<file path="config.mk">
export PLATFORM = sky130hd
export DESIGN_NAME = tld_locate
export DESIGN_NICKNAME = d
export VERILOG_FILES = /design/src/sv/tld_pkg.sv /design/src/sv/tld_locate.sv
export SDC_FILE = /design/constraint.sdc
export NUM_CORES = 2
export LEC_CHECK = 0
export BUFFER_PORTS_ARGS = -buffer_cell sky130_fd_sc_hd__buf_2
export CAP_MARGIN = 30
export CORE_ASPECT_RATIO = 1.25
export CORE_MARGIN = 4
export CORE_UTILIZATION = 30
export DETAILED_ROUTE_END_ITERATION = 10
export SYNTH_ARGS = -nofsm -noshare
export SYNTH_HDL_FRONTEND = slang
export SYNTH_SLANG_ARGS = --single-unit
</file>
<file path="constraint.sdc">
create_clock -name clk -period 6.65 [get_ports clk]
set_clock_uncertainty 0.15 [all_clocks]
set_input_delay 0.3325 -clock clk [delete_from_list [all_inputs] [get_ports clk]]
set_output_delay 0.3325 -clock clk [all_outputs]
set_load 0.005 [all_outputs]
</file>
<file path="src/sv/tld_pkg.sv">
package tld_pkg;

  localparam int GRID_X_DEF  = 8;
  localparam int GRID_Y_DEF  = 8;
  localparam int GRID_Z_DEF  = 8;
  localparam int STORE_DEPTH = 512;
  localparam int SA_W        = $clog2(STORE_DEPTH);
  localparam int CNT_W       = 10;
  localparam int PADDR_W     = 5;
  localparam int NUM_CORNERS = 8;

  localparam logic [16:0] ONE_Q16 = 17'h10000;

  typedef enum logic [2:0] {
    REG_ORIGIN_X,
    REG_ORIGIN_Y,
    REG_ORIGIN_Z,
    REG_INV_CELL_X,
    REG_INV_CELL_Y,
    REG_INV_CELL_Z,
    REG_POINT_COUNT
  } reg_idx_t;

  typedef struct packed {
    logic signed [31:0] x;
    logic signed [31:0] y;
    logic signed [31:0] z;
  } corner_t;

  typedef struct packed {
    logic signed [31:0] origin_x;
    logic signed [31:0] origin_y;
    logic signed [31:0] origin_z;
    logic [31:0]        inv_cell_x;
    logic [31:0]        inv_cell_y;
    logic [31:0]        inv_cell_z;
    logic [CNT_W-1:0]   cage_point_count;
  } cfg_t;

  typedef struct packed {
    logic            kind;
    logic [SA_W-1:0] cage_index;
    corner_t         pos;
    logic            empty;
  } side_t;

endpackage

</file>
<file path="src/sv/tld_locate.sv">
module tld_locate
  import tld_pkg::*;
#(
  parameter int GRID = GRID_X_DEF,
  localparam int CW  = $clog2(GRID)
) (
  input  logic               clk,
  input  logic               en,
  input  logic signed [31:0] pos,
  input  logic signed [31:0] org,
  input  logic [31:0]        inv,
  output logic [CW-1:0]      cell_idx,
  output logic [16:0]        frac
);

  logic signed [32:0] d;
  logic signed [49:0] ph;
  logic signed [49:0] pl;
  logic signed [50:0] lcl;
  logic signed [34:0] c_raw;
  logic [CW-1:0]      c_cl;
  logic signed [51:0] f_raw;
  logic [16:0]        f_cl;

  always_comb begin
    lcl   = 51'(ph) + 51'(pl >>> 16);
    c_raw = lcl[50:16];
    if (c_raw > $signed(35'(GRID - 2))) begin
      c_cl = CW'(GRID - 2);
    end else if (c_raw < 0) begin
      c_cl = '0;
    end else begin
      c_cl = c_raw[CW-1:0];
    end
    f_raw = 52'(lcl) - $signed({1'b0, 35'(c_cl), 16'b0});
    if (f_raw < 0) begin
      f_cl = '0;
    end else if (f_raw > $signed(52'(ONE_Q16))) begin
      f_cl = ONE_Q16;
    end else begin
      f_cl = f_raw[16:0];
    end
  end

  always_ff @(posedge clk) begin
    if (en) begin
      d        <= 33'(pos) - 33'(org);
      ph       <= d * $signed({1'b0, inv[31:16]});
      pl       <= d * $signed({1'b0, inv[15:0]});
      cell_idx <= c_cl;
      frac     <= f_cl;
    end
  end

endmodule

</file>
# ---- Yosys cells after proc, flatten, opt, wreduce, memory -nomap -nowiden
# Cells that the tools add are included.
dict set report op_classes {
  n_reduce_logical 1
  n_addsub 3
  magnitude_cmp 4
  n_mux 3
  n_mul 2
}
# operator count
set ops {}
lappend ops {{$mul A33 B17 Y50} 2}
lappend ops {{$gt A52 B18 Y1 const B} 1}
lappend ops {{$lt A52 B1 Y1 const B} 1}
lappend ops {{$sub A51 B20 Y52} 1}
lappend ops {{$add A50 B34 Y51} 1}
lappend ops {{$gt A35 B4 Y1 const B} 1}
lappend ops {{$lt A35 B1 Y1 const B} 1}
lappend ops {{$sub A32 B32 Y33} 1}
lappend ops {{$mux W17} 1}
lappend ops {{$mux W3} 2}
lappend ops {{$reduce_or A2 Y1} 1}
dict set report word_totals {
  register_bits 153
  wordCells 19
  output_inout_bits 20
}

# ---- Depth between registers and ports, before layout
dict set report logic_depth {
  ltp_word 7
  mapped_depth 29
  mapped_depth_nobuf 27
}

# ---- Worst setup path before layout
# OpenSTA, ideal clock, no wires.
dict set report synth_path {
  path_kind {register -> register}
  from {register d[12]}
  to {register pl[42], data pin}
  t_required_ns 6.241
  stages_incl_launch_ff 28
  setup_time_ns 0.259
  t_arrival_ns 6.983
  synth_period_minus_slack_ns 7.391
  slack_ns -0.741
  path_cell_list {edfxtp_1 > clkbuf_1 > nand2_1 > fa_1 > inv_1 > fa_1 > inv_1 > fa_1 > inv_1 > fa_1 > inv_1 > fa_1 > inv_1 > fa_1 > ha_1 > and4_1 > a221oi_1 > o21ai_0 > o2111ai_1 > a21oi_1 > o31a_1 > o311ai_0 > a21oi_1 > o21a_1 > o31a_1 > or2_2 > a21oi_1 > xnor2_1}
}
dict set report synth_via {
  elab_chain_len 1
}
# element line_no
set synth_rtl {}
lappend synth_rtl {{start, declared} tld_locate.sv:16} ;# logic signed [32:0] d;
lappend synth_rtl {{start signal, assigned} tld_locate.sv:47} ;# d <= 33'(pos) - 33'(org);
lappend synth_rtl {{$mul A33 B17 Y50} tld_locate.sv:49} ;# pl <= d * $signed({1'b0, inv[15:0]});
lappend synth_rtl {{end signal, assigned} tld_locate.sv:49}
lappend synth_rtl {{end, declared} tld_locate.sv:18} ;# logic signed [49:0] pl;
# No other way between the ends.
# A chain may end at the register's enable or synchronous reset.

# ---- Worst setup path in the final report
dict set report layout_path {
  from {register ph[0]}
  to {register frac[15], data pin}
}
dict set report layout_via {
  elab_chain_len 7
  elab_cells_between_ends 9
  classes_between {add/sub (2); order compare (4); mux (2); reduce/logical (1)}
}
# element line_no
set layout_rtl {}
lappend layout_rtl {{start, declared} tld_locate.sv:17} ;# logic signed [49:0] ph;
lappend layout_rtl {{start signal, assigned} tld_locate.sv:48} ;# ph <= d * $signed({1'b0, inv[31:16]});
lappend layout_rtl {{$add A50 B34 Y51 *} tld_locate.sv:26} ;# lcl = 51'(ph) + 51'(pl >>> 16);
lappend layout_rtl {{$lt A35 B1 Y1} tld_locate.sv:30} ;# end else if (c_raw < 0) begin
lappend layout_rtl {{$mux W3} tld_locate.sv:30}
lappend layout_rtl {{$mux W3} tld_locate.sv:28} ;# if (c_raw > $signed(35'(GRID - 2))) begin
lappend layout_rtl {{$sub A51 B20 Y52 *} tld_locate.sv:35} ;# f_raw = 52'(lcl) - $signed({1'b0, 35'(c_cl), 16'b0});
lappend layout_rtl {{$lt A52 B1 Y1 / $gt A52 B18 Y1 (equally long branches)} {tld_locate.sv:36, tld_locate.sv:38}}
lappend layout_rtl {{$reduce_or A2 Y1 (no line)} n/a}
lappend layout_rtl {{end signal, assigned} tld_locate.sv:51} ;# frac <= f_cl;
lappend layout_rtl {{end, declared} tld_locate.sv:13} ;# output logic [16:0] frac
# Mark *: on every way between the ends. The rest lies on a longest branch, timed or not.

==> summary.md <==
| Metric | Value |
|---|---|
| Outcome | `complete, but fails checks` |
| Failing checks | `negative setup slack` |
| Syn. warnings | `0` |
| Remaining routing DRC violations | `0` |
| Startpoint types | `flip-flop` |
| RSZ-0062 raised after global routing | `yes` |
| Least-Margin Pin Slew | `0.920 ns` |
| Non-Filler Instances | `7617` |
| Reg clk slew, reported paths | `about 0.070 ns` |
| DIE AREA | `0.158 mm^2` |
| CP bufs+invs | `23` |
| Grt ovf | `0` |
| Dpl hpwl | `around 110000 um` |
| Slew Limit Fails | `0` |
| Ys flop type | `edfxtp_1` |
| Mapped Avg Cell Area | `9.14 um^2` |
| Max Cap Viol | `0` |
| Fin crit period | `7.60 ns` |
| Net Count, Synth | `6393` |
| Wire per inst | `16.7 um` |
| Netlist cell types | `86` |
| Crit path kind | `flip-flop to flip-flop` |
| Sequential share of the synthesized area | `a little under a tenth` |
| Post-Synthesis Cells | `just under 5000` |
| Number of vias per cell | `4.63` |
| DRT iter0 DRCs | `1681` |
| First-pass GRT wire length | `206000 um` |
| Synth Cell Area | `0.0454 mm^2` |
| Final ANT Viol Nets | `0` |
| Pre-Repair DR Iteration Count | `5` |
| Nets | `7014` |
| Final Hold Fails | `0` |
| Period utilisation layout | `114%` |
| Pin count of the biggest net entering global routing | `72` |
| Cell Rows | `159` |
| Critical Path Sink Type | `flip-flop` |
| Via Count | `35283` |
| # setup viols final | `60` |
| Top post-synthesis cells by area | `fa_1 44%, inv_1 9.4%, edfxtp_1 9.1%` |
| Fraction of layout cells with a size suffix above 1 | `19.7%` |
| Worst path most repeated cell | `buf_4` |
| Layout area overhead | `22.5%` |
| Final Wtd Congestion | `0.865` |
| Cts bufs inserted | `17` |
| Worst skew pair latency | `0.49 ns` |
| Fillers | `15021` |
| Initial antenna violation count | `8` |
| Place WS | `-1.32 ns` |
| Vias in the first global route | `roughly 40000` |
| Fmax | `0.131 GHz` |
| Starting Density | `30.2%` |
| Cell accounting for the most synthesized area | `fa_1` |
| Dpl cells | `7489` |
| CP Depth | `38` |
| Gr usage total | `16.4%` |
| Asr flop ratio synth | `0%` |
| Worst path slowest cell | `or4bb_4` |
| Ports | `118` |
| R2R depth | `38` |
| CTS tree | `built` |
| Yosys reg bits | `137` |
| Worst slew margin | `38.6%` |
| Required time of the critical path | `around 7 ns` |
| H-tree depth | `4` |
| Root Buffer | `clkbuf_16` |
| Post-synth EDFFs | `around 140` |
| Worst endpoint data arrival time | `7.77 ns` |
| Post-route cell area | `around 0.056 mm^2` |
| Placeable Area | `about 0.15 mm^2` |
| Final setup margin | `-0.955 ns` |
| Tightest Hold Check Type | `input port to flip-flop` |
| Port bufs | `approximately 120` |
| DP Area | `0.0527 mm^2` |
| CP top delay family | `buffers and inverters` |
| Num Clock Sinks | `137` |
| Worst Hold Depth | `3` |
| Die Span X | `356 um` |
| WL final | `127000 um` |
| Synth top area share | `44.4%` |
| Crit path max fanout | `8` |
| Worst stage delay on the critical path | `0.50 ns` |
| Clock Tree Buf Depth | `2` |
| Die H | `443 um` |
## routing by layer
layer  part of all wire [%]  track usage [%]  wire length (um)
met1                     41             20.0             52200
met2                     52             30.1             65900
met3                    4.3             1.91              5430
met4                    2.7             4.72              3490
met5                  0.017                0                21
## cell usage in the layout (no fill, tap or decap), types with 10 or more instances in the layout
| cell | count |
|---|---|
| inv_1 | 1114 |
| inv_2 | 20 |
| buf_12 | 26 |
| nand3_1 | 33 |
| ha_4 | 15 |
| o21bai_1 | 16 |
| or3_1 | 17 |
| a21o_1 | 66 |
| nor2b_1 | 17 |
| buf_2 | 117 |
| fa_2 | 17 |
| nor2_1 | 100 |
| buf_4 | 621 |
| xnor2_2 | 14 |
| clkbuf_16 | 18 |
| xor2_1 | 40 |
| and2_4 | 10 |
| a21oi_2 | 18 |
| a21oi_1 | 115 |
| o21a_1 | 33 |
| nand2b_1 | 14 |
| ha_1 | 305 |
| buf_6 | 53 |
| nand2_2 | 11 |
| a31oi_1 | 21 |
| xnor2_1 | 73 |
| nand2_1 | 718 |
| fa_1 | 990 |
| o211ai_1 | 16 |
| edfxtp_1 | 137 |
| o21ai_0 | 62 |
| and2_1 | 420 |
| nor3_1 | 35 |
| and3_1 | 22 |
| nand4_1 | 21 |
## registers in the layout, indices dropped and copies added, names as in the netlist
name	cells
frac	17
pl	34
d	33
cell_idx	3
ph	50
## worst min-delay path: stages
cell   delay [ns]
buf_2        0.08
ha_1         0.13
inv_1        0.05
## synthesized netlist by cell type (11+ instances only)
cell and instances:
and3_1 23, or3_1 19, a21o_1 66, nor3_1 40, edfxtp_1 137, inv_1 1133
nand4_1 21, nor2_1 114, o21bai_1 16, xnor2_1 91, o21ai_0 76, o21a_1 33
nand2b_1 14, and2_1 430, nand3_1 37, a31oi_1 28, nand2_1 735, ha_1 321
clkbuf_1 212, nor4_1 11, o211ai_1 16, a211oi_1 12, a21oi_1 131, fa_1 1007
xor2_1 47, nor2b_1 19
## area by class of cell
class	count	area [um^2]	area share, %
multi-input combinational	3476	37600	67.6
timing repair buffer	822	6460	11.6
inverter	1134	4260	7.66
sequential	137	4110	7.40
tap	2012	2520	4.53
clock buffer	17	425	0.765
clock inverter	15	196	0.353
antenna	4	10.0	0.0180
## stage by stage
stage | util [%] | setup TNS, ns | hold WS (ns)
2_1_floorplan | - | -0.836 | 0.295
3_3_place_gp | 35.1 | -42.60 | 0.617
3_5_place_dp | 35.1 | -48.69 | 0.625
4_1_cts | 36.6 | -29.43 | 0.115
5_1_grt | 37.0 | -46.95 | 0.137
6_report | 37.0 | -33.86 | 0.117
## worst paths after layout
| kind | startpoint | end | slack (ns) |
|---|---|---|---|
| setup / recovery | ph[0] | frac[15] | -0.95 |
| hold / removal | org[0] | d[0] | 0.12 |
| setup reg to reg | ph[0] | frac[15] | -0.95 |
| hold reg to reg | ph[0] | frac[0] | 0.69 |
## repair_timing
action                     in CTS  in global routing
hold buffers                    0                  0
resized for setup             195                122
pin swaps                      89                 94
buffers inserted               92                 26
cloned                          4                  1
setup endpoints to repair      67                 69
## cells by family after synthesis
| kind of cell | after synthesis | synth area share (%) |
|---|---|---|
| simple gates | 1523 | 16.5 |
| buf+inv | 1354 | 11.2 |
| fa+ha+maj | 1328 | 53.3 |
| compound gates | 482 | 7.15 |
| xor+xnor | 138 | 2.66 |
| flops | 137 | 9.07 |
| mux | 5 | 0.110 |
Power is left out: the tool's default activity adds up to more than one toggle a clock period on the data nets, which glitch-free logic cannot reach.
