--- src/sv/tld_pkg.sv ---
package tld_pkg;

  localparam int GRID_X_DEF  = 8;
  localparam int GRID_Y_DEF  = 8;
  localparam int GRID_Z_DEF  = 8;
  localparam int STORE_DEPTH = 512;
  localparam int SA_W        = $clog2(STORE_DEPTH);
  localparam int CNT_W       = 10;
  localparam int PADDR_W     = 5;
  localparam int NUM_CORNERS = 8;

  localparam logic [16:0] ONE_Q16 = 17'h10000;

  typedef enum logic [2:0] {
    REG_ORIGIN_X,
    REG_ORIGIN_Y,
    REG_ORIGIN_Z,
    REG_INV_CELL_X,
    REG_INV_CELL_Y,
    REG_INV_CELL_Z,
    REG_POINT_COUNT
  } reg_idx_t;

  typedef struct packed {
    logic signed [31:0] x;
    logic signed [31:0] y;
    logic signed [31:0] z;
  } corner_t;

  typedef struct packed {
    logic signed [31:0] origin_x;
    logic signed [31:0] origin_y;
    logic signed [31:0] origin_z;
    logic [31:0]        inv_cell_x;
    logic [31:0]        inv_cell_y;
    logic [31:0]        inv_cell_z;
    logic [CNT_W-1:0]   cage_point_count;
  } cfg_t;

  typedef struct packed {
    logic            kind;
    logic [SA_W-1:0] cage_index;
    corner_t         pos;
    logic            empty;
  } side_t;

endpackage

--- src/sv/tld_cfg.sv ---
module tld_cfg
  import tld_pkg::*;
(
  input  logic               clk,
  input  logic               rst,
  input  logic               psel,
  input  logic               penable,
  input  logic               pwrite,
  input  logic [PADDR_W-1:0] paddr,
  input  logic [31:0]        pwdata,
  output logic [31:0]        prdata,
  output logic               pready,
  output cfg_t               cfg
);

  reg_idx_t idx;
  logic     wr;

  assign idx    = reg_idx_t'(paddr[PADDR_W-1:2]);
  assign wr     = psel && penable && pwrite;
  assign pready = 1'b1;

  always_ff @(posedge clk) begin
    if (rst) begin
      cfg.origin_x         <= '0;
      cfg.origin_y         <= '0;
      cfg.origin_z         <= '0;
      cfg.inv_cell_x       <= 32'(ONE_Q16);
      cfg.inv_cell_y       <= 32'(ONE_Q16);
      cfg.inv_cell_z       <= 32'(ONE_Q16);
      cfg.cage_point_count <= '0;
    end else if (wr) begin
      unique case (idx)
        REG_ORIGIN_X:    cfg.origin_x <= pwdata;
        REG_ORIGIN_Y:    cfg.origin_y <= pwdata;
        REG_ORIGIN_Z:    cfg.origin_z <= pwdata;
        REG_INV_CELL_X:  cfg.inv_cell_x <= pwdata;
        REG_INV_CELL_Y:  cfg.inv_cell_y <= pwdata;
        REG_INV_CELL_Z:  cfg.inv_cell_z <= pwdata;
        REG_POINT_COUNT: cfg.cage_point_count <= pwdata[CNT_W-1:0];
        default: ;
      endcase
    end
  end

  always_comb begin
    unique case (idx)
      REG_ORIGIN_X:    prdata = cfg.origin_x;
      REG_ORIGIN_Y:    prdata = cfg.origin_y;
      REG_ORIGIN_Z:    prdata = cfg.origin_z;
      REG_INV_CELL_X:  prdata = cfg.inv_cell_x;
      REG_INV_CELL_Y:  prdata = cfg.inv_cell_y;
      REG_INV_CELL_Z:  prdata = cfg.inv_cell_z;
      REG_POINT_COUNT: prdata = 32'(cfg.cage_point_count);
      default:         prdata = '0;
    endcase
  end

endmodule

--- config.mk ---
export PLATFORM = sky130hd
export DESIGN_NAME = tld_cfg
export DESIGN_NICKNAME = d
export VERILOG_FILES = /design/src/sv/tld_pkg.sv /design/src/sv/tld_cfg.sv
export SDC_FILE = /design/constraint.sdc
export NUM_CORES = 1
export LEC_CHECK = 0
export ABC_AREA = 1
export BUFFER_PORTS_ARGS = -buffer_cell sky130_fd_sc_hd__buf_2
export CAP_MARGIN = 20
export CORE_MARGIN = 2
export CORE_UTILIZATION = 47
export CTS_BUF_LIST = sky130_fd_sc_hd__clkbuf_8
export DETAILED_ROUTE_END_ITERATION = 10
export GPL_TIMING_DRIVEN = 0
export PLACE_DENSITY_LB_ADDON = 0.12
export SYNTH_ARGS = -nofsm -noshare
export SYNTH_HDL_FRONTEND = slang
export SYNTH_SLANG_ARGS = --single-unit
--- constraint.sdc ---
create_clock -name clk -period 3.55 [get_ports clk]
set_clock_uncertainty 0.2 [all_clocks]
set_input_delay 0.1775 -clock clk [delete_from_list [all_inputs] [get_ports clk]]
set_output_delay 0.1775 -clock clk [all_outputs]
set_load 0.02 [all_outputs]
# Yosys cells after proc, flatten, opt, wreduce, memory -nomap -nowiden
# Index checks and enable logic that the tools add are counted.
# classes
add_sub_neg	0
multipliers	0
n_div	0
n_lt_le_gt_ge	0
eq_ne	6
shifts	0
n_mux	1
n_bitwise	0
reduce_logical	10
# ops
op	count
32-bit one-hot mux with 7 select lines	1
2-bit AND reduction	7
3-bit == test, second input constant	3
3-bit by 2-bit == test with 1-bit output, second input constant	2
3-bit by 1-bit == test with 1-bit output, second input constant	1
3-bit logical NOT	1
1-bit logical AND	2
# word_totals
reg_bits	202
latch_bits	0
ram_bits	0
mem_bits_ro	0
input_bits	42
output_inout_bits	235
n_memories	0

# Longest topological paths before layout
# Gate-level depths: netlist of run 1.
# logic_depth
word_depth	3
mapped_depth	9
ltp_nobuf	7

# Worst setup path before layout of run 1
# No wires, ideal clock.
# synth_path
path_type	input to output
startpoint	input port paddr[4]
endpoint	output port prdata[27]
arrival_time_ns	1.221
setup_slack_ns	1.952
cell_stages	8
path_buffers	3
cell_sequence	buf_2 > inv_2 > buf_2 > buf_1 > nand4_1 > nand2_1 > nor2_1 > nand2_1
# synth_via
elab_chain_len	2
elab_cells_between_ends	8
cone_classes	eq/ne: 6; mux: 1; reduce/logical: 1
# synth_lines
item	line	source
start, declared	tld_cfg.sv:9	input logic [PADDR_W-1:0] paddr,
3-bit == test, or another cell as far along	tld_cfg.sv:47	unique case (idx)
32-bit one-hot mux with 7 select lines *	tld_cfg.sv:47	
end, declared	tld_cfg.sv:11	output logic [31:0] prdata,
# Every way passes the cells marked *; elsewhere a longest branch is shown, timed or not.

# Worst setup path after layout of run 1
# layout_path
startpoint	input port paddr[2]
endpoint	output port prdata[11]
# Same word-level chain as after synthesis.

==> run summary, run 1 <==
Number of antenna-violating nets in the routed design = 0
Origin of the worst min-delay path = rst
Die footprint = 21,960 sq um
End-of-flow core utilization = 0.6167
Total clock sinks = 202
Arrival time of data at the critical path endpoint = 2570 ps
Top reg by flops = cfg
HPWL after detailed placement = 30,280 microns
Critical-path maximum fanout = 10
Startpoint type of the worst setup path = input pin
Number of enable flip-flop cells after synthesis = 0
Unrepaired setup endpoints after global routing = false
Number of DRC markers in iteration 0 = 1,001
Peak per-stage delay on the critical path = 530 ps
Initial DRT Pass Iterations = 8
Standard-cell row count = 52
Count of input and output buffers = 271
Starting density of the core = 0.4814
Area share of the largest cell type after synthesis = 0.4138
Area delta synth->final = 28.10%
Fraction of the yosys area taken by sequential cells = 0.4138
Setup_tns = 0 ps
Time the final worst path needs with I/O delays and setup = 2945 ps
Post-detailed-route DRC marker count = 0
Slew Limit Headroom = 0.4861
Relative contribution of sequential cells to total power = 0.465
Outcome = finished clean
Total number of yosys warnings = 0
Floorplan die height = 148.2 microns
Antenna Cells = 0
Post-Route WL = 41,140 microns
Tot GR Track Use = 0.3606
Largest net degree at the start of global routing = 11
Portion of total power attributed to combinational logic = 0.110
Clock latency reported for the late side of the worst-skew pair = 550 ps
Sequence of cells on the critical path = dlygate4sd3_1, buf_2, buf_2, nand2_1, nor2_2, buf_2, nand2_1, nand2_1, inv_1, nand2_1, buf_2
Hold Worst Slack = 37.95 ps
Number of setup buffers added after CTS = 0
Standby leakage power = 6.561 nW
Number of cells on the worst hold path = 4
Number of antenna violations at the first check in global routing = 0
Worst path top cell family by delay = buffers and inverters
Number of violations of the max-capacitance limit = 0
GR Overflow Total = 0
Core Region = 20,300 sq um
Non-filler cells in the finished layout = 2,229
Number of register bits inferred by synthesis = 202
Clk buf depth = 3
Post-cts resize count = 0
Total power density per cell area = 398.5 nW/um^2
Max reg flops = 202
Top-count cell post-synth = nand2_1
Fraction of final layout cells sized beyond drive strength 1 = 0.2001
Most instantiated flip-flop cell in the synthesis netlist = dfxtp_1
Highest attainable clock frequency = 339.6 MHz
Cell count after synthesis = 1,591
Largest registers = cfg: 202 flops
Avg Inst Size Synth = 6.143 sq um
Avg WL per Cell = 18.46 microns
Setup-violating endpoint count in the final report = 0
Cell internal pwr = 3.560 mW
Placer Congestion = 0.9953
Cells after DPL = 2,132
TritonCTS clock tree = built
Number of buffers added by the clock tree synthesis step = 36
Library cell with the largest summed area after synthesis = dfxtp_1
Endpoint type of the worst setup path = output port
Clk network pwr share = 0.424
Vias = 11,790
Fraction of synthesis flops using an asynchronous set or reset pin = 0
Final period util = 0.8295
Count of H-tree levels built during CTS = 2
Net total in the final layout = 1,980
Classification of the worst-slack hold path = in2reg
Number of global-route vias before repair = 10,440
Critical Path Slowest Stage Cell = dlygate4sd3_1
Endpoint of the most critical register-to-register path = cfg[58]
Worst endpoint required time = 3170 ps
Sw Pwr = 1.428 mW
Synthesized area = 9773 sq um
Worst-margin pin slew = 770.8 ps
DIE WIDTH = 148.2 microns
Count of cells along the worst register-to-register path = 3
Setup slack of the worst register-to-register path = 2120 ps
Maximum vdd ir drop = 0.0002870 V
Main area contributors after synthesis = dfxtp_1, nand2_1, nor2_1
Switching portion of total power = 0.2863
Origin of the critical flop-to-flop path = cfg[58]
Total Power Consumption = 4.989 mW
Type of the setup path with the least slack = in2out
Unique cell type count in the Yosys netlist = 16
Total nets after synthesis = 1,633
Vias per cell = 5.287
Final max-slew violation count = 0
End point of the worst hold path = cfg[90]
Global-route wire length before repair = 59,820 microns
Final Hold Vio Count = 0
Count of boundary I/O pins = 277
Clk pin slew, worst setup/hold paths = 70 ps
Buffer cell driving the clock tree root = clkbuf_8
Buffers plus inverters on the worst setup path = 6
Most instantiated cells after synthesis = nand2_1, nor2_1, dfxtp_1
==> logic make-up (layout without fill, tap and decap cells) <==
kind of cell | after synthesis | in the layout | share of synthesized area
compound gates | 4 | 4 | 0.002047
flops | 202 | 202 | 0.4138
simple gates | 1197 | 1197 | 0.5035
buf+inv | 187 | 555 | 0.08027
other cells | 1 | 1 | 0.0003837
==> repair_timing <==
action	4_1_cts	5_1_grt
endpoints found under the setup margin	0	0
hold buffers	38	0
endpoints found under the hold margin	201	0
==> through the flow <==
stage | setup slack [ps] | instance area [sq um]
after floorplan | 1952 | 9773
after global routing | 568.2 | 12520
after CTS | 682.3 | 12520
final | 605.3 | 12520
after detailed placement | 1261 | 11470
after global placement | 1266 | 11470
==> cell type report <==
class	count	area, sq um
buffer	118	525.5
fill	2103	7780
clock buffer	44	605.6
multi-input combinational	1202	4945
timing repair buffer	309	1737
clock inverter	15	66.31
sequential	202	4044
tap	270	337.8
inverter	69	259.0
==> layout by cell type (no fill, tap or decap), drive strengths merged, types with 3 or more instances in the layout <==
cell and count:
o21ai 3, dlygate4sd3 38, nand2 471, nor2 464, clkbuf 84, nand3 200, inv 80, nand4 62
dfxtp 202, buf 349
==> layer usage <==
layer / track usage / wire length (microns) / vias up
li1: - / - / 5665
met1: 0.4542 / 16180 / 5279
met2: 0.5778 / 18430 / 692
met3: 0.07025 / 3957 / 149
met4: 0.2090 / 2570 / 0
met5: 0 / 0 / -
==> power groups by stage <==
| stage | registers, mW | clock network (mW) | logic (mW) |
|---|---|---|---|
| 5_1_grt | 2.32 | 2.22 | 0.584 |
| 2_1_floorplan | 2.40 | 0 | 0.271 |
| 6_report | 2.32 | 2.12 | 0.549 |
| 4_1_cts | 2.32 | 2.11 | 0.534 |
| 3_5_place_dp | 2.37 | 0 | 0.503 |
| 3_3_place_gp | 2.37 | 0 | 0.499 |
==> worst max-delay path by stage <==
stage / slack (ps) / start / cells after the start / endpoint
finish: 610 / paddr[2] / 11 / prdata[11]
global route: 570 / paddr[4] / 10 / prdata[25]
CTS: 680 / paddr[2] / 11 / prdata[11]
detailed placement: 1260 / paddr[2] / 10 / prdata[11]
global placement: 1270 / paddr[2] / 10 / prdata[11]
floorplan: 1950 / paddr[4] / 8 / prdata[27]
==> worst min-delay path: cells and delay by family <==
kind | cells | cell delay, ps
buffers and inverters | 3 | 450
and+or+nand+nor | 1 | 150
(Power assumes the default switching activity.)
==> inputs of run 2 (changes only) <==
clock period = 2.5 ns   (was 3.55 ns; I/O delays follow)
==> run summary, run 2 (same netlist as run 1, synthesis figures left out) <==
Setup-violating endpoint count in the final report = 0 (unchanged)
Final Hold Vio Count = 0 (unchanged)
Count of input and output buffers = 271 (unchanged)
Vias per cell = 5.305 (+0.34%)
Tot GR Track Use = 0.3627 (+0.002025)
TritonCTS clock tree = built
Post-detailed-route DRC marker count = 0 (unchanged)
Number of antenna violations at the first check in global routing = 0 (unchanged)
Final period util = 0.9867
Cells after DPL = 2,132 (unchanged)
Commonest non-fill, non-tap cells in the layout = nand2_1, nor2_1, buf_2, dfxtp_1, nand3_1
Outcome = finished clean
Number of cells on the critical path = 10 (-1)
Worst path top cell family by delay = buffers and inverters
Fraction of final layout cells sized beyond drive strength 1 = 0.1993 (-0.0008138)
Arrival time of data at the critical path endpoint = 2140 ps (-430 ps)
Type of the setup path with the least slack = in2out
Standby leakage power = 6.590 nW (+0.45%)
Floorplan die height = 148.2 microns (unchanged)
Largest net degree at the start of global routing = 11 (unchanged)
Standard-cell row count = 52 (unchanged)
Non-filler cells in the finished layout = 2,237 (+0.36%)
Sequence of cells on the critical path = buf_2, dlygate4sd3_1, nor2_1, clkbuf_4, clkbuf_4, nand3_1, nand2_1, nor2_1, nand2_1, buf_2
Most common cell after layout, fill and taps aside = nand2_1
Area delta synth->final = 29.15%
Number of cells on the worst hold path = 6 (+2)
HPWL after detailed placement = 30,280 microns (unchanged)
Worst endpoint required time = 2170 ps (-1000 ps)
Clk buf depth = 3 (unchanged)
Maximum vdd ir drop = 0.0004067 V (+42%)
Avg WL per Cell = 18.48 microns (+0.15%)
Placed cell areas = 11,470 sq um (unchanged)
Peak per-stage delay on the critical path = 580 ps (+50 ps)
Critical Path Slowest Stage Cell = dlygate4sd3_1
Count of boundary I/O pins = 277 (unchanged)
Final max-slew violation count = 0 (unchanged)
Classification of the worst-slack hold path = in2reg
Total power density per cell area = 561.7 nW/um^2 (+41%)
Number of setup buffers added after CTS = 0 (unchanged)
Top reg by flops = cfg
Hold Worst Slack = 13.38 ps (-24.57 ps)
Slew Limit Headroom = 0.5000 (+0.01391)
Core Region = 20,300 sq um (unchanged)
GR Overflow Total = 0 (unchanged)
Net total in the final layout = 1,988 (+0.40%)
Clock latency reported for the late side of the worst-skew pair = 550 ps (about the same)
Die footprint = 21,960 sq um (unchanged)
Global-route wire length before repair = 60,110 microns (+0.48%)
Number of violations of the max-capacitance limit = 0 (unchanged)
Number of buffers added by the clock tree synthesis step = 36 (unchanged)
Post-Route WL = 41,350 microns (+0.51%)
Starting density of the core = 0.4814 (unchanged)
Number of DRC markers in iteration 0 = 952 (-4.9%)
Clk pin slew, worst setup/hold paths = 60 ps (about the same)
Antenna Cells = 0 (unchanged)
Count of H-tree levels built during CTS = 2 (unchanged)
End-of-flow core utilization = 0.6218 (+0.005054)
Worst-margin pin slew = 747.2 ps (-23.62 ps)
Largest registers = cfg: 202 flops
Number of antenna-violating nets in the routed design = 0 (unchanged)
Post-route cell area = 12,620 sq um (+0.82%)
Max reg flops = 202 (unchanged)
Placer Congestion = 0.9953 (unchanged)
Endpoint type of the worst setup path = output port
Critical-path maximum fanout = 10 (unchanged)
Buffer cell driving the clock tree root = clkbuf_8
Buffers plus inverters on the worst setup path = 5 (-1)
Time the final worst path needs with I/O delays and setup = 2467 ps
Number of global-route vias before repair = 10,500 (+0.59%)
Total clock sinks = 202 (unchanged)
Initial DRT Pass Iterations = 6 (-2)
Count of cells along the worst register-to-register path = 3 (unchanged)
Startpoint type of the worst setup path = input pin
Vias = 11,870 (+0.70%)
DIE WIDTH = 148.2 microns (unchanged)
Highest attainable clock frequency = 405.4 MHz
## run 2: changes by cell type in the layout (fill, tap and decap cells not counted)
cell / before / now
dlygate4sd3_1: 38 / 46
nor2_2: 3 / 2
buf_2: 334 / 327
clkbuf_4: 0 / 7
nor2_4: 2 / 3
## run 2: where the power goes
part | switching (mW) | total, mW | internal (mW)
Combinational | 0.566 | 0.790 | 0.224
Clock | 1.43 | 3.00 | 1.58
Sequential | 0.0353 | 3.30 | 3.26
Total | 2.03 | 7.09 | 5.06
## run 2: cell type report
cell class                 instances  area, sq um
multi-input combinational       1202         4950
clock inverter                    15        66.31
tap                              270        337.8
clock buffer                      44        605.6
sequential                       202         4044
buffer                           118        543.0
timing repair buffer             317         1817
inverter                          69        259.0
fill                            2097         7677
## run 2: through the flow
step / worst slack, ps / total power [mW] / TNS (ps)
final: 33.26 / 7.090 / 0
after global placement: 321.3 / 4.073 / 0
after CTS: 4.264 / 7.063 / 0
after global routing: -47.93 / 7.292 / -219.5
after detailed placement: 315.9 / 4.080 / 0
after floorplan: 1007 / 3.795 / 0
## run 2: timing repair
action,4_1_cts,5_1_grt
hold buffers,46,0
resized for setup,0,8
endpoints found under the hold margin,202,0
endpoints found under the setup margin,0,29
## run 2: metal layers
metal / vias to the layer above / track usage / part of all wire
li1: 5679 / - / -
met1: 5328 / 0.4560 / 0.38
met2: 717 / 0.5829 / 0.45
met3: 144 / 0.07362 / 0.11
met4: 0 / 0.2038 / 0.060
met5: - / 0 / 0
## run 2: final timing paths
kind,startpoint,end,slack (ps)
max,paddr[2],prdata[13],30
min,paddr[3],cfg[74],10
max reg2reg,cfg[58],cfg[58],1070
min reg2reg,cfg[144],cfg[144],300
## run 2: worst register-to-register path: cells and delay by family (launching register included)
kind | cells | cell delay [ps]
and+or+nand+nor | 1 | 70
DFF | 1 | 430
buffers and inverters | 1 | 550
AOI/OAI and AO/OA | 1 | 120
